**src/sv/imhq_pkg.sv**
```systemverilog
package imhq_pkg;

	localparam int CAPACITY_DEF  = 64;
	localparam int KEY_WIDTH_DEF = 32;
	localparam int ID_COUNT      = 64;
	localparam int ID_W          = 6;
	localparam int KEY_OUT_W     = 32;
	localparam int CNT_OUT_W     = 7;

	typedef enum logic [1:0] {
		OP_INSERT   = 2'd0,
		OP_EXTRACT  = 2'd1,
		OP_INCREASE = 2'd2,
		OP_PEEK     = 2'd3
	} opcode_t;

	typedef enum logic [2:0] {
		ST_OK      = 3'd0,
		ST_EMPTY   = 3'd1,
		ST_FULL    = 3'd2,
		ST_SMALLER = 3'd3,
		ST_ABSENT  = 3'd4,
		ST_PRESENT = 3'd5
	} status_t;

	typedef struct packed {
		logic [1:0]           opcode;
		logic [ID_W-1:0]      item_id;
		logic signed [31:0]   key_value;
	} in_item_t;

	typedef struct packed {
		logic [2:0]           status;
		logic [ID_W-1:0]      out_id;
		logic signed [31:0]   out_key;
		logic [CNT_OUT_W-1:0] entry_count;
	} out_item_t;

	typedef enum logic [3:0] {
		S_IDLE,
		S_DECODE,
		S_INC_RD,
		S_INC_CHK,
		S_EXT_RD,
		S_EXT_WR,
		S_UP_RD,
		S_UP_CMP,
		S_DN_RD,
		S_DN_CMP,
		S_TOP_RD,
		S_TOP_WAIT,
		S_DONE
	} state_t;

	// controller to datapath commands
	typedef struct packed {
		logic    load_in;     // capture input item
		logic    set_status;
		status_t status;
		logic    ins_write;   // write new entry at the end, count up
		logic    ext_rd;      // read root and last slot
		logic    ext_wr;      // move last entry to root, count down
		logic    inc_rd;      // read entry at the mapped slot
		logic    inc_wr;      // write raised key in place
		logic    up_rd;       // read parent
		logic    up_move;     // swap with parent
		logic    dn_rd;       // read both children
		logic    dn_move;     // swap with larger child
		logic    top_rd;      // read root for the result
		logic    top_cap;     // capture root into the result
	} cmd_t;

	// datapath to controller status
	typedef struct packed {
		logic     empty;
		logic     full;
		logic     present;
		logic     smaller;
		logic     at_root;
		logic     up_swap;
		logic     dn_swap;
		opcode_t  op;
	} sts_t;

endpackage

```
**src/sv/imhq_ctrl.sv**
```systemverilog
module imhq_ctrl (
	input  logic           clk,
	input  logic           arst_n,
	input  logic           in_fire,
	input  logic           out_free,
	input  imhq_pkg::sts_t sts,
	output imhq_pkg::cmd_t cmd,
	output logic           busy,
	output logic           res_load
);
	import imhq_pkg::*;

	state_t state_q, state_d;

	always_ff @(posedge clk or negedge arst_n) begin
		if (!arst_n) state_q <= S_IDLE;
		else state_q <= state_d;
	end

	always_comb begin
		state_d = state_q;
		unique case (state_q)
			S_IDLE: if (in_fire) state_d = S_DECODE;
			S_DECODE: begin
				unique case (sts.op)
					OP_INSERT: state_d = (sts.full || sts.present) ? S_TOP_RD : S_UP_RD;
					OP_EXTRACT: state_d = sts.empty ? S_TOP_RD : S_EXT_RD;
					OP_INCREASE: state_d = sts.present ? S_INC_RD : S_TOP_RD;
					OP_PEEK: state_d = S_TOP_RD;
					default: state_d = S_TOP_RD;
				endcase
			end
			S_INC_RD: state_d = S_INC_CHK;
			S_INC_CHK: state_d = sts.smaller ? S_TOP_RD : S_UP_RD;
			S_EXT_RD: state_d = S_EXT_WR;
			S_EXT_WR: state_d = S_DN_RD;
			S_UP_RD: state_d = sts.at_root ? S_TOP_RD : S_UP_CMP;
			S_UP_CMP: state_d = sts.up_swap ? S_UP_RD : S_TOP_RD;
			S_DN_RD: state_d = S_DN_CMP;
			S_DN_CMP: state_d = sts.dn_swap ? S_DN_RD : S_DONE;
			S_TOP_RD: state_d = S_TOP_WAIT;
			S_TOP_WAIT: state_d = S_DONE;
			S_DONE: if (out_free) state_d = S_IDLE;
			default: state_d = S_IDLE;
		endcase
	end

	always_comb begin
		cmd = '0;
		cmd.status = ST_OK;
		busy = (state_q != S_IDLE);
		res_load = 1'b0;
		unique case (state_q)
			S_IDLE: cmd.load_in = in_fire;
			S_DECODE: begin
				cmd.set_status = 1'b1;
				unique case (sts.op)
					OP_INSERT: begin
						if (sts.full) cmd.status = ST_FULL;
						else if (sts.present) cmd.status = ST_PRESENT;
						else cmd.ins_write = 1'b1;
					end
					OP_EXTRACT: if (sts.empty) cmd.status = ST_EMPTY;
					OP_INCREASE: if (!sts.present) cmd.status = ST_ABSENT;
					OP_PEEK: if (sts.empty) cmd.status = ST_EMPTY;
					default: cmd.status = ST_OK;
				endcase
			end
			S_INC_RD: cmd.inc_rd = 1'b1;
			S_INC_CHK: begin
				if (sts.smaller) begin
					cmd.set_status = 1'b1;
					cmd.status = ST_SMALLER;
				end else begin
					cmd.inc_wr = 1'b1;
				end
			end
			S_EXT_RD: cmd.ext_rd = 1'b1;
			S_EXT_WR: cmd.ext_wr = 1'b1;
			S_UP_RD: cmd.up_rd = !sts.at_root;
			S_UP_CMP: cmd.up_move = sts.up_swap;
			S_DN_RD: cmd.dn_rd = 1'b1;
			S_DN_CMP: cmd.dn_move = sts.dn_swap;
			S_TOP_RD: cmd.top_rd = 1'b1;
			S_TOP_WAIT: cmd.top_cap = 1'b1;
			S_DONE: res_load = out_free;
			default: ;
		endcase
	end

endmodule

```
**config.mk**
```make
export PLATFORM = sky130hd
export DESIGN_NAME = imhq_ctrl
export DESIGN_NICKNAME = d
export VERILOG_FILES = /design/src/sv/imhq_pkg.sv /design/src/sv/imhq_ctrl.sv
export SDC_FILE = /design/constraint.sdc
export NUM_CORES = 1
export LEC_CHECK = 0
export ABC_AREA = 1
export BUFFER_PORTS_ARGS = -buffer_cell sky130_fd_sc_hd__buf_2
export CAP_MARGIN = 20
export CORE_MARGIN = 4
export CORE_UTILIZATION = 32
export CTS_BUF_LIST = sky130_fd_sc_hd__clkbuf_8 sky130_fd_sc_hd__clkbuf_16
export CTS_CLUSTER_DIAMETER = 150
export CTS_CLUSTER_SIZE = 24
export DETAILED_ROUTE_END_ITERATION = 8
export GPL_TIMING_DRIVEN = 0
export PLACE_DENSITY = 0.65
export SETUP_SLACK_MARGIN = 0.15
export SYNTH_ARGS = -nofsm -noshare
export SYNTH_HDL_FRONTEND = slang
export SYNTH_SLANG_ARGS = --single-unit
export TNS_END_PERCENT = 10
```
**constraint.sdc**
```tcl
create_clock -name clk -period 1 [get_ports clk]
set_input_delay 0.05 -clock clk [delete_from_list [all_inputs] [get_ports clk]]
set_output_delay 0.05 -clock clk [all_outputs]
set_load 0.05 [all_outputs]
```
### Yosys cells after proc, flatten, opt, wreduce, memory -nomap -nowiden

Cells that the tools add are included.

* word-level logic and storage cells: 60
* input bits: 13
* flip-flop bits (word level): 4

* multiplexer cells: 35
* eq/ne operators: 17
* reduce and logical (&&, ||, !) cells: 7

Operators by type and width (count)
* 4-bit case mux with 13 select lines: 1
* 4-bit two-way mux: 9
* 4-bit equality test (second input constant): 5
* 1-bit two-way mux: 18
* 4-bit by 3-bit equality test with 1-bit output (second input constant): 4
* 4-bit case mux with 4 select lines: 1
* 3-bit two-way mux: 4
* 3-bit case mux with 3 select lines: 1
* 4-bit by 2-bit equality test with 1-bit output (second input constant): 2
* 4-bit case mux with 2 select lines: 1
* 2-bit equality test (second input constant): 2
* 4-bit by 1-bit equality test with 1-bit output (second input constant): 1
* 4-bit zero test: 1
* 2-bit != test (second input constant): 2
* 4-bit nonzero test: 1
* 2-bit by 1-bit equality test with 1-bit output (second input constant): 1
* 2-bit zero test: 1
* 2-bit AND reduction: 1
* 2-bit OR reduction: 1
* 1-bit zero test: 1
* 1-bit logical OR: 1

### Logic depth before layout (Yosys ltp)

Gate-level depths: netlist of run 1.

* depth in word-level cells: 4
* mapped depth: 7

### Worst setup path before layout of run 1

No wires, ideal clock.

* path kind: register to output
* start point: register state_q[3]
* end point: output cmd[2] (netlist name)
* setup slack: -1.226 ns
* arrival time: 2.176 ns
* cell stages (with the launch flop): 5
* buffers on the path: 0
* data required time: 0.950 ns
* path through: dfrtp_1 inv_1 nor2_1 inv_1 nor4_1

RTL lines
* from (decl): RTL line imhq_ctrl.sv:13 `state_t state_q, state_d;`
* from (signal assigned): RTL line imhq_ctrl.sv:17 `else state_q <= state_d;`
* to (decl): RTL line imhq_ctrl.sv:7 `output imhq_pkg::cmd_t cmd,`

### Final worst setup path of run 1

* start point: register state_q[0]
* end point: output res_load

* longest elaborated chain between the ends: 2

Ends and longest elaborated chain
* 4-bit equality test: RTL line imhq_ctrl.sv:53 `unique case (state_q)`
* 1-bit two-way mux: RTL line imhq_ctrl.sv:53
* to (decl): RTL line imhq_ctrl.sv:9 `output logic res_load`

No other way between the ends.

==> results of run 1 <==
-- metal layers --
metal	vias to the layer above	part of all wire (%)	global-route usage, %
met5	-	0	0
met4	0	0	4.97
met3	0	3.1	1.15
met2	13	52	28.6
met1	315	45	21.9
li1	374	-	-
-- path summary, 6_finish.rpt --
kind | start | to | slack, ns | cells after the start
hold reg to reg | state_q[0] | state_q[0] | 0.67 | 3
min in group asynchronous | arst_n | state_q[3] | 0.18 | 2
hold / removal | in_fire | state_q[0] | 0.15 | 5
max in group asynchronous | arst_n | state_q[2] | 0.69 | 2
setup reg to reg | state_q[0] | state_q[0] | -0.24 | 6
setup / recovery | state_q[0] | res_load | -0.42 | 4
-- power by group --
group | internal, mW | switching [mW] | leakage [nW]
registers | 0.256 | 0.157 | 0.0449
logic | 0.839 | 1.43 | 0.517
clock network | 0.256 | 0.0768 | 0.0216
-- logic make-up (layout without fill, tap and decap cells) --
| group | Yosys count | in the layout | synth area share, % |
|---|---|---|---|
| DFF | 4 | 4 | 20.2 |
| AOI/OAI and AO/OA | 9 | 9 | 10.6 |
| and+or+nand+nor | 53 | 53 | 49.6 |
| buffers and inverters | 26 | 68 | 19.6 |
-- repair_timing --
action	CTS	global route
gates resized for setup	43	0
cloned	0	0
hold buffers	1	0
setup buffers	8	0
endpoints found under the hold margin	4	0
pin swaps	9	1
endpoints found under the setup margin	22	22
-- metrics by stage --
stage | total power, mW | setup slack [ns]
5_1_grt | 3.20 | -0.485
6_report | 3.01 | -0.415
3_3_place_gp | 2.14 | -0.391
2_1_floorplan | 1.82 | -0.361
3_5_place_dp | 2.15 | -0.407
4_1_cts | 3.02 | -0.408
-- worst min-delay path, delay by kind of cell --
kind,cells,cell delay (ns)
buf+inv,3,0.18
compound gates,1,0.06
simple gates,1,0.05
-- Yosys cell counts (all sizes together) --
cell    instances  share of area, %
nand2          21                16
and2            1               1.3
a21oi           2               2.0
inv            26                20
nor2           14                13
o31ai           1               1.5
nor3            2               2.0
o21ai           4               4.0
dfrtp           4                20
o211ai          2               3.0
nand4           1               1.3
nand3          12                13
nor4            2               2.5
-- area by class of cell --
cell class	count	area, sq um
multi-input cells	62	433
fillers	115	362
repair buffers	39	325
flip-flops and latches	4	105
inverters	26	97.6
clock buffers	3	41.3
well taps	15	18.8
==> metrics.md, run 1 <==
| Metric | Value |
|---|---|
| DRC violations left | `0` |
| Yosys cell types | `19` |
| TritonCTS clock tree | `done` |
| CP max stage delay | `0.44 ns` |
| Starting Density | `35.9%` |
| Critical path cell sequence | `nor2_2, nand3_1, nor2_4, buf_4` |
| Peak supply drop | `roughly 1900 uV` |
| CTS buffer count | `3` |
| Slew Limit Fails | `0` |
| Fin util | `between 70 and 80%` |
| Placed insts | `137` |
| Longest Clk Path Bufs | `2` |
| Vias | `approximately 700` |
| Worst hold slack | `0.155 ns` |
| DR iter-0 viols | `6` |
| Clock insertion delay at the later pin of the skew report | `roughly 0.21 ns` |
| Final hold vios | `0` |
| Most frequent cells in the layout | `18 x inv_1, 17 x nand2_1, 12 x buf_2, 12 x buf_6, 12 x buf_4` |
| Max_slew headroom | `between 80% and 90%` |
| Kind of end point of the critical path | `output port` |
| WP buf/inv | `1` |
| DP Wirelength | `1.26 mm` |
| Via density | `4.71` |
| Full die area | `2250 sq um` |
| Worst min path class | `in -> reg` |
| Routability cong. | `0.779` |
| Crit path kind | `reg -> out` |
| Root Buffer Master | `clkbuf_8` |
| Final nets | `149` |
| Final worst path period share | `142%` |
| GRT Util Overall | `16.6%` |
| Status | `finished, violations left` |
| First-pass GRT wire length | `2.68 mm` |
| P per Cell Area | `2950 nW/um^2` |
| Antenna viol nets, final | `0` |
| Synth Register Bits | `4` |
| Syn Std Cell Area | `497 sq um` |
| Setup violators final | `22` |
| CP delay by family, top | `simple AND/OR/NAND/NOR gates` |
| Actual slew at the worst max-slew pin | `0.249 ns` |
| Static Leakage | `0.583 nW` |
| CORE AREA | `1380 sq um` |
| Cell area after layout | `between 1000 and 1500 sq um` |
| Finished Layout Cells | `approximately 150` |
| Initial antenna violation count | `0` |
| Layout cell share with drive strength beyond 1 | `55.2%` |
| Fin worst setup slack | `-0.415 ns` |
| ANT cells | `0` |
| CP Data Arrival Time | `1.37 ns` |
| Setup TNS | `-6.67 ns` |
| Std-Cell Rows | `13` |
| Biggest registers after layout | `state_q (4)` |
| First-pass detailed-route iteration total | `4` |
| Setup crit start kind | `flip-flop` |
| H-tree depth | `1` |
| Largest register by flop count | `state_q` |
| Layout Skew | `around 0.0014 ns` |
| Placed inst area | `about 790 sq um` |
| Die Span X | `47.4 um` |
| Seq/Total Area, Yosys | `20.2%` |
| Critical path peak fanout | `5` |
| RSZ-0062 raised after global routing | `true` |
| PortBufs | `30` |
| Worst-path clk slew | `0.03 ns` |
| Final WL | `~1.6 mm` |
| Crit-path slowest cell | `dfrtp_2` |
| Max_cap viols | `0` |
| Largest net degree at the start of global routing | `7` |
| Fmax | `707 MHz` |
| Syn_area_per_cell | `5.40 sq um` |
| Overflow after GRT | `0` |
| Synthesis Warnings | `0` |
| Largest register FFs | `4` |
| Vias in the first global route | `674` |
| Commonest non-fill, non-tap cell in the layout | `inv_1` |
| Chip height | `47.4 um` |
| Critical Path RT | `around 0.95 ns` |
| Clock sink count | `4` |
| WL/cell | `10.9 um` |
| Mapped Nets | `105` |
| Syn-to-layout area delta | `106%` |
| Violated checks | `setup timing` |
| Post-Synthesis Cells | `92` |
| Post-layout min period | `~1.4 ns` |
| I/O pin count | `31` |
Power figures use the tool's default switching activity.
==> run 2, diff against run 1 <==
--- a/config.mk
+++ b/config.mk
@@ -17,6 +17,7 @@
 export GPL_TIMING_DRIVEN = 0
 export PLACE_DENSITY = 0.65
 export SETUP_SLACK_MARGIN = 0.15
+export SKIP_CTS_REPAIR_TIMING = 1
 export SYNTH_ARGS = -nofsm -noshare
 export SYNTH_HDL_FRONTEND = slang
 export SYNTH_SLANG_ARGS = --single-unit
==> run 2 against run 1 <==
- the run still ends with setup timing left
- maximum frequency down 1.1%
- sequential share of layout area down 0.050 points
- count of clock-buffer cells in the layout unchanged
- largest power group unchanged
- largest cell class unchanged
- sequential power up 16%
- combinational power down 4%
- power down 0.29%
- first-iteration DRC count up 50%
==> metrics.md, run 2 (synthesized netlist as in run 1, its figures left out) <==
| Metric | Value |
|---|---|
| Post-layout min period | `approximately 1.4 ns` |
| First-pass detailed-route iteration total | `4` |
| Overflow after GRT | `0` |
| GRT Util Overall | `between 10% and 20%` |
| Final nets | `between 100 and 150` |
| Layout Skew | `between 0.0015 and 0.002 ns` |
| Finished Layout Cells | `149` |
| Longest Clk Path Bufs | `2` |
| Actual slew at the worst max-slew pin | `between 0.2 and 0.3 ns` |
| ANT cells | `0` |
| PortBufs | `30` |
| Starting Density | `35.9%` |
| Routability cong. | `roughly 0.78` |
| Vias in the first global route | `583` |
| WL/cell | `10.7 um` |
| Setup TNS | `-7.01 ns` |
| DR iter-0 viols | `9` |
| Max_slew headroom | `83.0%` |
| DP Wirelength | `around 1.3 mm` |
| DRC violations left | `0` |
| Final WL | `1.60 mm` |
| CORE AREA | `between 1000 and 1500 sq um` |
| Clock insertion delay at the later pin of the skew report | `0.21 ns` |
| Most frequent cells in the layout | `21 x inv_1, 19 x nand2_1, 14 x buf_6, 13 x buf_2, 10 x buf_4` |
| P per Cell Area | `2930 nW/um^2` |
| Placed insts | `137` |
| Largest net degree at the start of global routing | `8` |
| Worst hold slack | `0.161 ns` |
| Placed inst area | `787 sq um` |
| Initial antenna violation count | `0` |
| Status | `finished, violations left` |
| Worst min path class | `in -> reg` |
| Static Leakage | `~0.59 nW` |
| Violated checks | `setup timing` |
| Place WS | `-0.407 ns` |
| Kind of end point of the critical path | `output port` |
| Layout cell share with drive strength beyond 1 | `a little over half` |
| Biggest registers after layout | `state_q (4)` |
| TritonCTS clock tree | `done` |
| Clock sink count | `4` |
| Fill cells | `117` |
| Fin worst setup slack | `-0.432 ns` |
| CTS buffer count | `3` |
| Critical Path RT | `0.95 ns` |
| RSZ-0062 raised after global routing | `true` |
| Setup violators final | `22` |
| Peak supply drop | `between 2000 and 2500 uV` |
| Worst-path clk slew | `0.03 ns` |
| Slew Limit Fails | `0` |
| Critical path peak fanout | `7` |
| Fin util | `74.2%` |
| Cell area after layout | `1030 sq um` |
| Chip height | `around 47 um` |
| Total Power | `3.00 mW` |
| Die Span X | `roughly 47 um` |
| Syn-to-layout area delta | `107%` |
| Antenna viol nets, final | `0` |
| Largest register FFs | `4` |
| Std-Cell Rows | `13` |
| H-tree depth | `1` |
| Setup crit start kind | `flip-flop` |
| First-pass GRT wire length | `~2.3 mm` |
| Final worst path period share | `143%` |
| Via density | `approximately 4.8` |
| Full die area | `2250 sq um` |
| Max_cap viols | `0` |
| CP Data Arrival Time | `1.38 ns` |
| Fmax | `approximately 700 MHz` |
| I/O pin count | `31` |
| Root Buffer Master | `clkbuf_8` |
| Crit path kind | `reg -> out` |
| Vias | `719` |
| Final hold vios | `0` |
| Commonest non-fill, non-tap cell in the layout | `inv_1` |
| Largest register by flop count | `state_q` |
run 2: changes by cell type in the layout (fill, tap and decap cells not counted), sizes merged:
| cell | before | now |
|---|---|---|
| clkbuf | 3 | 4 |
| buf | 38 | 37 |
run 2: layout make-up:
cell class	instances	area, sq um	share of cell area [%]
tap	15	18.8	1.83
multi-input combinational	62	443	43.2
inverter	26	103	10.0
timing repair buffer	39	315	30.7
clock buffer	3	41.3	4.02
sequential	4	105	10.2
run 2: critical path, stage by stage, from the launching register on:
cell and delay (ns):
dfrtp_2 0.48, nor2_4 0.18, nand2_4 0.12, o31ai_4 0.20
buf_6 0.19
run 2: report_power, final:
part           switching (mW)  internal, mW  leakage, nW  total, mW
registers               0.223         0.256       0.0449      0.479
logic                    1.38         0.816        0.520       2.19
clock network          0.0771         0.256       0.0216      0.333
run 2: worst paths after layout:
kind                            start          to  slack [ns]  depth (start not counted)
min in group asynchronous      arst_n  state_q[1]        0.18                          2
max reg2reg                state_q[2]  state_q[0]       -0.23                          7
min                           in_fire  state_q[0]        0.16                          5
max in group asynchronous      arst_n  state_q[2]        0.69                          2
min reg2reg                state_q[3]  state_q[1]        0.73                          2
max                        state_q[2]     cmd[12]       -0.43                          4
run 2: metal layers:
layer | vias to the layer above | routed length [um] | global-route usage [%]
li1 | 378 | - | -
met1 | 330 | 700 | 18.7
met2 | 11 | 854 | 24.1
met3 | 0 | 45 | 1.15
met4 | 0 | 0 | 4.97
met5 | - | 0 | 0
